--- src/sv/ordered_chained_hash_map_defines.svh ---
// Assertion macros for the ordered chained hash map.
// Depends on a clock named aclk and an active-low reset named aresetn in scope.
`ifndef ORDERED_CHAINED_HASH_MAP_DEFINES_SVH
`define ORDERED_CHAINED_HASH_MAP_DEFINES_SVH

// Consequent must hold in the same cycle as the antecedent.
`define OCHM_ASSERT_NOW(lbl, ante, cons, msg) \
    lbl: assert property (@(posedge aclk) disable iff (!aresetn) (ante) |-> (cons)) \
        else $error(msg);

// Consequent must hold in the cycle after the antecedent.
`define OCHM_ASSERT_NEXT(lbl, ante, cons, msg) \
    lbl: assert property (@(posedge aclk) disable iff (!aresetn) (ante) |=> (cons)) \
        else $error(msg);

`endif

--- src/sv/ochm_pkg.sv ---
// Shared constants and types for the ordered chained hash map.
// Used by the controller, the datapath and the top level; no dependencies.
package ochm_pkg;

    localparam int CAPACITY = 256;

    localparam logic [2:0] OP_PUT      = 3'd0;
    localparam logic [2:0] OP_GET      = 3'd1;
    localparam logic [2:0] OP_REMOVE   = 3'd2;
    localparam logic [2:0] OP_READ_POS = 3'd3;
    localparam logic [2:0] OP_CLEAR    = 3'd4;

    localparam logic [1:0] ST_OK   = 2'd0;
    localparam logic [1:0] ST_MISS = 2'd1;
    localparam logic [1:0] ST_FULL = 2'd2;

    typedef logic [4:0] cmd_t;

    localparam cmd_t C_NOP       = 5'd0;
    localparam cmd_t C_SWEEP     = 5'd1;
    localparam cmd_t C_LATCH     = 5'd2;
    localparam cmd_t C_HEAD_RD   = 5'd3;
    localparam cmd_t C_CUR_LD    = 5'd4;
    localparam cmd_t C_FIND_RD   = 5'd5;
    localparam cmd_t C_FIND_NEXT = 5'd6;
    localparam cmd_t C_GET_HIT   = 5'd7;
    localparam cmd_t C_PUT_HIT   = 5'd8;
    localparam cmd_t C_REM_HIT   = 5'd9;
    localparam cmd_t C_PB_RD     = 5'd10;
    localparam cmd_t C_PB_DEC    = 5'd11;
    localparam cmd_t C_CMP_INIT  = 5'd12;
    localparam cmd_t C_I_RD      = 5'd13;
    localparam cmd_t C_I_INC     = 5'd14;
    localparam cmd_t C_CMP_HRD   = 5'd15;
    localparam cmd_t C_CMP_WR    = 5'd16;
    localparam cmd_t C_CMP_END   = 5'd17;
    localparam cmd_t C_FULL      = 5'd18;
    localparam cmd_t C_APP_HRD   = 5'd19;
    localparam cmd_t C_APP_WR    = 5'd20;
    localparam cmd_t C_RP_RD     = 5'd21;
    localparam cmd_t C_RP_HIT    = 5'd22;
    localparam cmd_t C_SCAN_INIT = 5'd23;
    localparam cmd_t C_SCAN_CNT  = 5'd24;
    localparam cmd_t C_CLEAR     = 5'd25;
    localparam cmd_t C_OUT       = 5'd26;

    typedef struct packed {
        logic [2:0] op;
        logic       cur_none;
        logic       steps_end;
        logic       key_hit;
        logic       dead;
        logic       ap_full;
        logic       ap_zero;
        logic       pos_miss;
        logic       rp_direct;
        logic       i_end;
        logic       cnt_hit;
        logic       pull;
        logic       sweep_last;
        logic       out_free;
    } stat_t;

endpackage

--- src/sv/ochm_controller.sv ---
// Sequencer of the ordered chained hash map: steps each operation through
// the datapath by command codes. Depends on ochm_pkg.
module ochm_controller (
    input  logic            aclk,
    input  logic            aresetn,
    input  logic            s_valid,
    output logic            s_ready,
    input  ochm_pkg::stat_t stat,
    output ochm_pkg::cmd_t  cmd
);

    localparam logic [4:0] S_INIT   = 5'd0;
    localparam logic [4:0] S_IDLE   = 5'd1;
    localparam logic [4:0] S_DISP   = 5'd2;
    localparam logic [4:0] S_CLD    = 5'd3;
    localparam logic [4:0] S_FRD    = 5'd4;
    localparam logic [4:0] S_FCHK   = 5'd5;
    localparam logic [4:0] S_PBRD   = 5'd6;
    localparam logic [4:0] S_PBCHK  = 5'd7;
    localparam logic [4:0] S_CMPS   = 5'd8;
    localparam logic [4:0] S_CMPSW  = 5'd9;
    localparam logic [4:0] S_CMPRD  = 5'd10;
    localparam logic [4:0] S_CMPCHK = 5'd11;
    localparam logic [4:0] S_CMPWR  = 5'd12;
    localparam logic [4:0] S_PFULL  = 5'd13;
    localparam logic [4:0] S_AHRD   = 5'd14;
    localparam logic [4:0] S_AWR    = 5'd15;
    localparam logic [4:0] S_RPHIT  = 5'd16;
    localparam logic [4:0] S_SCRD   = 5'd17;
    localparam logic [4:0] S_SCCHK  = 5'd18;
    localparam logic [4:0] S_CLRSW  = 5'd19;
    localparam logic [4:0] S_DONE   = 5'd20;

    logic [4:0] state_reg;
    logic [4:0] state_next;

    always_ff @(posedge aclk) begin
        if (!aresetn) begin
            state_reg <= S_INIT;
        end else begin
            state_reg <= state_next;
        end
    end

    assign s_ready = (state_reg == S_IDLE);

    always_comb begin
        state_next = state_reg;
        cmd        = ochm_pkg::C_NOP;
        case (state_reg)
            S_INIT: begin
                cmd = ochm_pkg::C_SWEEP;
                if (stat.sweep_last) state_next = S_IDLE;
            end
            S_IDLE: begin
                if (s_valid) begin
                    cmd        = ochm_pkg::C_LATCH;
                    state_next = S_DISP;
                end
            end
            S_DISP: begin
                if (stat.op inside {ochm_pkg::OP_PUT, ochm_pkg::OP_GET,
                                    ochm_pkg::OP_REMOVE}) begin
                    cmd        = ochm_pkg::C_HEAD_RD;
                    state_next = S_CLD;
                end else if (stat.op == ochm_pkg::OP_READ_POS) begin
                    if (stat.pos_miss) begin
                        state_next = S_DONE;
                    end else if (stat.rp_direct) begin
                        cmd        = ochm_pkg::C_RP_RD;
                        state_next = S_RPHIT;
                    end else begin
                        cmd        = ochm_pkg::C_SCAN_INIT;
                        state_next = S_SCRD;
                    end
                end else if (stat.op == ochm_pkg::OP_CLEAR) begin
                    cmd        = ochm_pkg::C_CLEAR;
                    state_next = S_CLRSW;
                end else begin
                    state_next = S_DONE;
                end
            end
            S_CLD: begin
                cmd        = ochm_pkg::C_CUR_LD;
                state_next = S_FRD;
            end
            S_FRD: begin
                if (stat.cur_none || stat.steps_end) begin
                    // key absent: only a put goes on
                    if (stat.op != ochm_pkg::OP_PUT) begin
                        state_next = S_DONE;
                    end else if (stat.ap_full) begin
                        state_next = S_CMPS;
                    end else begin
                        state_next = S_AHRD;
                    end
                end else begin
                    cmd        = ochm_pkg::C_FIND_RD;
                    state_next = S_FCHK;
                end
            end
            S_FCHK: begin
                if (!stat.key_hit) begin
                    cmd        = ochm_pkg::C_FIND_NEXT;
                    state_next = S_FRD;
                end else if (stat.op == ochm_pkg::OP_GET) begin
                    cmd        = ochm_pkg::C_GET_HIT;
                    state_next = S_DONE;
                end else if (stat.op == ochm_pkg::OP_PUT) begin
                    cmd        = ochm_pkg::C_PUT_HIT;
                    state_next = S_DONE;
                end else begin
                    cmd        = ochm_pkg::C_REM_HIT;
                    state_next = stat.pull ? S_PBRD : S_DONE;
                end
            end
            S_PBRD: begin
                // pull the append point back over trailing holes
                if (stat.ap_zero) begin
                    state_next = S_DONE;
                end else begin
                    cmd        = ochm_pkg::C_PB_RD;
                    state_next = S_PBCHK;
                end
            end
            S_PBCHK: begin
                if (stat.dead) begin
                    cmd        = ochm_pkg::C_PB_DEC;
                    state_next = S_PBRD;
                end else begin
                    state_next = S_DONE;
                end
            end
            S_CMPS: begin
                cmd        = ochm_pkg::C_CMP_INIT;
                state_next = S_CMPSW;
            end
            S_CMPSW: begin
                cmd = ochm_pkg::C_SWEEP;
                if (stat.sweep_last) state_next = S_CMPRD;
            end
            S_CMPRD: begin
                if (stat.i_end) begin
                    cmd        = ochm_pkg::C_CMP_END;
                    state_next = S_PFULL;
                end else begin
                    cmd        = ochm_pkg::C_I_RD;
                    state_next = S_CMPCHK;
                end
            end
            S_CMPCHK: begin
                if (stat.dead) begin
                    cmd        = ochm_pkg::C_I_INC;
                    state_next = S_CMPRD;
                end else begin
                    cmd        = ochm_pkg::C_CMP_HRD;
                    state_next = S_CMPWR;
                end
            end
            S_CMPWR: begin
                cmd        = ochm_pkg::C_CMP_WR;
                state_next = S_CMPRD;
            end
            S_PFULL: begin
                if (stat.ap_full) begin
                    cmd        = ochm_pkg::C_FULL;
                    state_next = S_DONE;
                end else begin
                    state_next = S_AHRD;
                end
            end
            S_AHRD: begin
                cmd        = ochm_pkg::C_APP_HRD;
                state_next = S_AWR;
            end
            S_AWR: begin
                cmd        = ochm_pkg::C_APP_WR;
                state_next = S_DONE;
            end
            S_RPHIT: begin
                cmd        = ochm_pkg::C_RP_HIT;
                state_next = S_DONE;
            end
            S_SCRD: begin
                if (stat.i_end) begin
                    state_next = S_DONE;
                end else begin
                    cmd        = ochm_pkg::C_I_RD;
                    state_next = S_SCCHK;
                end
            end
            S_SCCHK: begin
                if (stat.dead) begin
                    cmd        = ochm_pkg::C_I_INC;
                    state_next = S_SCRD;
                end else if (stat.cnt_hit) begin
                    cmd        = ochm_pkg::C_RP_HIT;
                    state_next = S_DONE;
                end else begin
                    cmd        = ochm_pkg::C_SCAN_CNT;
                    state_next = S_SCRD;
                end
            end
            S_CLRSW: begin
                cmd = ochm_pkg::C_SWEEP;
                if (stat.sweep_last) state_next = S_DONE;
            end
            S_DONE: begin
                // hold until the result register is free
                if (stat.out_free) begin
                    cmd        = ochm_pkg::C_OUT;
                    state_next = S_IDLE;
                end
            end
            default: begin
                state_next = S_IDLE;
            end
        endcase
    end

endmodule
--- config.mk ---
export PLATFORM = sky130hd
export DESIGN_NAME = ochm_controller
export DESIGN_NICKNAME = d
export VERILOG_FILES = /design/src/sv/ordered_chained_hash_map_defines.svh /design/src/sv/ochm_pkg.sv /design/src/sv/ochm_controller.sv
export SDC_FILE = /design/constraint.sdc
export NUM_CORES = 1
export LEC_CHECK = 0
export ABC_AREA = 1
export ABC_CLOCK_PERIOD_IN_PS = 1600
export BUFFER_PORTS_ARGS = -buffer_cell sky130_fd_sc_hd__buf_4
export CORE_UTILIZATION = 50
export DETAILED_ROUTE_END_ITERATION = 16
export HOLD_SLACK_MARGIN = 0.05
export PLACE_DENSITY = 0.75
export SETUP_SLACK_MARGIN = 0.3
export SLEW_MARGIN = 40
export SYNTH_ARGS = -nofsm -noshare
export SYNTH_HDL_FRONTEND = slang
export SYNTH_SLANG_ARGS = --single-unit
--- constraint.sdc ---
create_clock -name aclk -period 1.6 [get_ports aclk]
set_clock_uncertainty 0.1 [all_clocks]
set_input_delay 0.16 -clock aclk [delete_from_list [all_inputs] [get_ports aclk]]
set_output_delay 0.16 -clock aclk [all_outputs]
set_load 0.05 [all_outputs]
==> impl_metrics.sql, run 1 <==
INSERT INTO impl_metrics (metric_group, metric, value, unit) VALUES
('status', 'run_status', 'did not finish', ''),
('status', 'last-stage-reached', 'global routing (5_1_grt)', ''),
('status', 'error_message', '[ERROR GRT-0232] Routing congestion too high. Check the congestion heatmap in the GUI.', ''),
('timing', 'timing.grt.repair.worst_endpoint', 'cmd[2]', ''),
('die', 'floorplan.initialDensity', '53.4', '%'),
('placed_design', 'preCtsSetupSlack', '-101', 'ps'),
('synthesis', 'synth.top_cells.by_area', 'sky130_fd_sc_hd__nand2_1, sky130_fd_sc_hd__nor2_1, sky130_fd_sc_hd__nand3_1', ''),
('synthesis', 'mappedNetlistArea', '1050', 'µm²'),
('synthesis', 'synth.ff_latch_count', '5', ''),
('synthesis', 'synthDominantCellAreaShare', '23.3', '%'),
('die', 'fp.dieH', '47.8', 'µm'),
('synthesis', 'async_flop_share', '0', '%'),
('global_routing', 'grt.total_usage', '70.2', '%'),
('synthesis', 'yosysSeqAreaShare', '9.56', '%'),
('timing', 'worst-ep-kind', 'top-level output', ''),
('synthesis', 'post-synth-top-area-cell', 'sky130_fd_sc_hd__nand2_1', ''),
('placed_design', 'dpl_cell_area', '1490', 'µm²'),
('synthesis', 'synthDistinctLibCells', '21', ''),
('placed_design', 'place_congestion', '1.02', ''),
('synthesis', 'postSynth.topFlopCell', 'sky130_fd_sc_hd__dfxtp_1', ''),
('synthesis', 'syn-num-nets', '235', ''),
('cts', 'clkSinkCount', '5', ''),
('cts', 'cts-buffers-inserted', '3', ''),
('synthesis', 'count_of_flip_flops_with_a_built_in_enable_after_synthesis', '0', ''),
('global_routing', 'grt_max_degree', '11', ''),
('synthesis', 'synth_area_per_cell', '4.85', 'µm²'),
('cts', 'cell_at_the_root_of_the_clock_tree', 'sky130_fd_sc_hd__clkbuf_4', ''),
('die', 'die_w', '47.8', 'µm'),
('placed_design', 'port_buffers', '24', ''),
('cts', 'cts_htree_levels', '1', ''),
('synthesis', 'netlist_instances', '216', ''),
('cts', 'ctsLongestPathBuffers', '2', ''),
('global_routing', 'grt_overflow', '12', ''),
('die', 'rows', '16', ''),
('die', 'io_pins', '25', ''),
('placed_design', 'hpwl', '3.40', 'mm'),
('synthesis', 'synth.yosys.warnings', '0', '');
[repair_timing]
| action | 4_1_cts |
|---|---|
| gates resized for setup | 45 |
| pin swaps | 18 |
| hold buffers | 0 |
| setup endpoints to repair | 11 |
| buffers inserted | 5 |
[synth_stat cells (4+ instances only)]
| master | number |
|---|---|
| sky130_fd_sc_hd__inv_1 | 27 |
| sky130_fd_sc_hd__nand4_1 | 6 |
| sky130_fd_sc_hd__o21ai_0 | 4 |
| sky130_fd_sc_hd__nor2_1 | 44 |
| sky130_fd_sc_hd__nand2_1 | 65 |
| sky130_fd_sc_hd__inv_2 | 4 |
| sky130_fd_sc_hd__nor2_4 | 5 |
| sky130_fd_sc_hd__nor3_1 | 4 |
| sky130_fd_sc_hd__nand3_1 | 27 |
| sky130_fd_sc_hd__dfxtp_1 | 5 |
| sky130_fd_sc_hd__a21oi_1 | 10 |
| sky130_fd_sc_hd__nor2_2 | 4 |
[per-stage QoR]
step,cells,hold slack (ps)
2_1_floorplan,216,241
3_3_place_gp,284,351
3_5_place_dp,284,370
4_1_cts,293,136
[routing by layer]
layer  GRT usage [%]  GRT overflow
met2            91.1             6
met3            47.5             0
met5               0             0
met1            69.1             0
met4            78.9             6
[kinds of logic after synthesis]
family	share of synthesized area (%)
and+or+nand+nor	67.4
DFF	9.56
AOI/OAI and AO/OA	10.3
buffers and inverters	12.8
==> run 2: changes to the inputs <==
--- a/config.mk
+++ b/config.mk
@@ -8,11 +8,10 @@
 export ABC_AREA = 1
 export ABC_CLOCK_PERIOD_IN_PS = 1600
 export BUFFER_PORTS_ARGS = -buffer_cell sky130_fd_sc_hd__buf_4
-export CORE_UTILIZATION = 50
+export CORE_AREA = 2 2 63 65
 export DETAILED_ROUTE_END_ITERATION = 16
-export HOLD_SLACK_MARGIN = 0.05
-export PLACE_DENSITY = 0.75
-export SETUP_SLACK_MARGIN = 0.3
+export DIE_AREA = 0 0 65 67
+export PLACE_DENSITY_LB_ADDON = 0.15
 export SLEW_MARGIN = 40
 export SYNTH_ARGS = -nofsm -noshare
 export SYNTH_HDL_FRONTEND = slang
==> impl_metrics.sql, run 2 <==
INSERT INTO impl_metrics (metric_group, metric, value, unit) VALUES
('die', 'floorplan.initialDensity', '29.0', '%'),
('timing', 'hold_slack', '140', 'ps'),
('cells_and_area', 'syn_to_final_growth', '81.8', '%'),
('flow_run', 'max_cap_violations', '0', ''),
('global_routing', 'first_pass_grt_wire_length', '6.24', 'mm'),
('critical_path', 'crit_path_cell_trace', 'inv_6 > nor2_4 > nand2_4 > nor2_4 > inv_2 > o22ai_4 > nor3_2 > nand3_2 > buf_8', ''),
('cts', 'cell_at_the_root_of_the_clock_tree', 'sky130_fd_sc_hd__clkbuf_8', ''),
('drt', 'routed_wire_length_per_instance', '12.0', 'µm'),
('hold_path', 'timing.hold.worst_path_depth', '3', ''),
('timing', 'hold_viol_final', '0', ''),
('drt', 'met2_wire_length', '1.81', 'mm'),
('cells_and_area', 'utilization', '52.8', '%'),
('synthesis', 'synth_area_per_cell', '4.85', 'µm²'),
('placed_design', 'hpwl', '3.19', 'mm'),
('critical_path', 'cp-end-kind', 'output port', ''),
('placed_design', 'dpl_cell_area', '1520', 'µm²'),
('synthesis', 'synthDominantCellAreaShare', '23.3', '%'),
('timing', 'postLayoutSetupSlackWorst', '-244', 'ps'),
('cts', 'cts-buffers-inserted', '3', ''),
('timing', 'unrepaired_setup_endpoints_after_global_routing', 'true', ''),
('power', 'switching_power', '1620', 'µW'),
('die', 'io_pins', '25', ''),
('cts', 'insertion_delay', '220', 'ps'),
('drt', 'firstDrtPassIters', '4', ''),
('hold_path', 'min-delay-path-class', 'primary input to register', ''),
('critical_path', 'critical-path-top-delay-family', 'simple AND/OR/NAND/NOR gates', ''),
('critical_path', 'crit_slowest_cell', 'sky130_fd_sc_hd__dfxtp_4', ''),
('timing', 'setup_viol', '10', ''),
('placed_design', 'port_buffers', '24', ''),
('global_routing', 'first_global_vias', '1397', ''),
('die', 'design.die.area', '4360', 'µm²'),
('timing', 'fin_tns_setup', '-1620', 'ps'),
('cts', 'clkSinkCount', '5', ''),
('critical_path', 'worst_ep_arrival_time', '1580', 'ps'),
('critical_path', 'critical-path-max-stage-delay', '380', 'ps'),
('synthesis', 'synthDistinctLibCells', '21', ''),
('timing', 'max_slew.worst_pin.slew', '300', 'ps'),
('cells_and_area', 'final_net_count', '299', ''),
('synthesis', 'netlist_instances', '216', ''),
('drt', 'routed_antenna_nets', '0', ''),
('drt', 'drt-initial-drc-count', '89', ''),
('cells_and_area', 'antenna_cells', '0', ''),
('critical_path', 'reg2regPathDepth', '13', ''),
('cells_and_area', 'largest_reg_flops', '5', ''),
('cells_and_area', 'layout_cells_sized_above_1', '48.0', '%'),
('power', 'p_leak', '0.000994', 'µW'),
('power', 'combPwrFrac', '84.1', '%'),
('timing', 'max_slew_margin', '79.9', '%'),
('critical_path', 'timing.rr.start', 'state_reg[1]', ''),
('critical_path', 'crit_path_frequent_cell', 'sky130_fd_sc_hd__nor2_4', ''),
('power', 'seqPwrFrac', '8.3', '%'),
('critical_path', 'crit_cells', '9', ''),
('synthesis', 'post-synth-top-area-cell', 'sky130_fd_sc_hd__nand2_1', ''),
('critical_path', 'critPathBufInv', '3', ''),
('die', 'fp.dieH', '67', 'µm'),
('cells_and_area', 'finalNonFillerCells', '327', ''),
('power', 'switching_share', '52.9', '%'),
('synthesis', 'synth.ff_latch_count', '5', ''),
('drt', 'vias_per_cell', '4.75', ''),
('power', 'power_frac_clock', '7.6', '%'),
('power', 'ir_worst_vdd', '0.640', 'mV'),
('placed_design', 'place_congestion', '0.917', ''),
('synthesis', 'async_flop_share', '0', '%'),
('critical_path', 'r2r-end', 'state_reg[1]', ''),
('cts', 'clkSlewWorstSetupHoldPaths', '40', 'ps'),
('critical_path', 'critPathRequiredTime', '1340', 'ps'),
('synthesis', 'synth.cells.most_frequent', 'sky130_fd_sc_hd__nand2_1, sky130_fd_sc_hd__nor2_1, sky130_fd_sc_hd__inv_1, sky130_fd_sc_hd__nand3_1, sky130_fd_sc_hd__a21oi_1', ''),
('synthesis', 'count_of_flip_flops_with_a_built_in_enable_after_synthesis', '0', ''),
('synthesis', 'synth.yosys.warnings', '0', ''),
('drt', 'top_layer', 'met4', ''),
('cts', 'tritoncts', 'done', ''),
('cells_and_area', 'layout.cells.most_common', 'sky130_fd_sc_hd__nand2_1', ''),
('critical_path', 'critPathLaunchType', 'register', ''),
('cells_and_area', 'fin_area', '1900', 'µm²'),
('timing', 'report.final.slew_viol_count', '0', ''),
('critical_path', 'worstPathMaxFanout', '6', ''),
('global_routing', 'grt_max_degree', '11', ''),
('synthesis', 'synth.top_cells.by_area', 'sky130_fd_sc_hd__nand2_1, sky130_fd_sc_hd__nor2_1, sky130_fd_sc_hd__nand3_1', ''),
('status', 'run_status', 'complete, but fails checks', ''),
('power', 'internal_power', '1440', 'µW'),
('drt', 'routed-wl-met3', '157', 'µm'),
('critical_path', 'timing.critical_path.from', 'state_reg[0]', ''),
('cells_and_area', 'commonest_non_fill_non_tap_cells_in_the_layout', 'sky130_fd_sc_hd__nand2_1, sky130_fd_sc_hd__buf_4, sky130_fd_sc_hd__nor2_1', ''),
('synthesis', 'postSynth.topFlopCell', 'sky130_fd_sc_hd__dfxtp_1', ''),
('drt', 'met1Wirelength', '1.94', 'mm'),
('synthesis', 'yosysSeqAreaShare', '9.56', '%'),
('timing', 'finalCriticalPeriod', '1840', 'ps'),
('drt', 'drt_drc_violations_left', '0', ''),
('critical_path', 'classification_of_the_worst_setup_path', 'register to output port', ''),
('placed_design', 'placed_cells', '312', ''),
('die', 'die_w', '65', 'µm'),
('timing', 'timing.fmax', '542', 'MHz'),
('drt', 'drt_wl_total', '3.94', 'mm'),
('global_routing', 'grt.total_usage', '18.3', '%'),
('timing', 'fin_crit_sh', '115', '%'),
('cells_and_area', 'layout.filler_cells', '372', ''),
('critical_path', 'r2r_setup_slack', '-80', 'ps'),
('global_routing', 'grt_overflow', '0', ''),
('synthesis', 'yosys.cell_count.top_type', 'sky130_fd_sc_hd__nand2_1', ''),
('synthesis', 'mappedNetlistArea', '1050', 'µm²'),
('die', 'rows', '22', ''),
('die', 'core_region_area', '3610', 'µm²'),
('drt', 'via_count', '1552', ''),
('cts', 'ctsLongestPathBuffers', '2', ''),
('cts', 'cts_htree_levels', '1', ''),
('power', 'power.density_cell_area', '1610', 'nW/µm²'),
('global_routing', 'initial_antenna_violation_count', '0', ''),
('critical_path', 'critical_path.endpoint', 'cmd[1]', ''),
('synthesis', 'syn-num-nets', '235', ''),
('status', 'violations', 'setup timing', '');
-- run 2: cell counts after synthesis --
Identical to the previous run, type by type.
-- run 2: kinds of logic (layout without fill, tap and decap cells) --
kind of cell	after synthesis	count (layout)	share of synthesized area, %
DFF	5	5	9.56
AOI/OAI and AO/OA	19	19	10.3
buffers and inverters	34	97	12.8
and+or+nand+nor	158	158	67.4
-- run 2: power by group through the flow --
stage | Sequential [µW] | Combinational, µW | Clock, µW
floorplan | 223 | 1400 | 0
global placement | 236 | 2010 | 0
detailed placement | 237 | 1990 | 0
CTS | 244 | 2310 | 238
global route | 262 | 2790 | 251
finish | 255 | 2570 | 231
-- run 2: tightest hold or removal path, delay by kind of cell --
family	cells	cell delay, ps
AO/OA/AOI/OAI	1	110
buffers and inverters	2	150
-- run 2: per-stage QoR --
stage,total power (µW),setup WS (ps)
after CTS,2790,-250
after detailed placement,2220,-166
after global placement,2240,-207
final,3060,-244
after floorplan,1620,-86.5
after global routing,3300,-323
-- run 2: how the worst min path moves through the flow --
stage / slack, ps / start / to
after floorplan: 240 / aresetn / state_reg[3]
after global placement: 360 / aresetn / state_reg[4]
after detailed placement: 370 / aresetn / state_reg[2]
after CTS: 140 / aresetn / state_reg[1]
after global routing: 150 / aresetn / state_reg[2]
final: 140 / aresetn / state_reg[2]
-- run 2: routing by layer --
| metal | up-vias | global-route usage [%] |
|---|---|---|
| li1 | 819 | - |
| met4 | 0 | 2.93 |
| met3 | 4 | 2.87 |
| met2 | 38 | 30.9 |
| met5 | - | 0 |
| met1 | 691 | 24.9 |
-- run 2: what timing repair did --
action                                  in CTS  in global routing
resized for setup                           52                 24
pin swaps                                   19                 13
endpoints found under the setup margin      10                 10
buffers inserted                             7                  5
gates cloned                                 0                  0
hold buffers                                 0                  0
-- run 2: layout make-up --
class / instances / area, µm² / share of cell area [%]
Clock inverter: 1 / 5.00 / 0.263
Timing Repair Buffer: 62 / 529 / 27.8
Multi-Input combinational cell: 177 / 1030 / 54.1
Sequential cell: 5 / 113 / 5.91
Inverter: 31 / 126 / 6.64
Clock buffer: 3 / 41.3 / 2.17
Tap cell: 48 / 60.1 / 3.15
No activity file was read; power rests on OpenSTA's default activity.
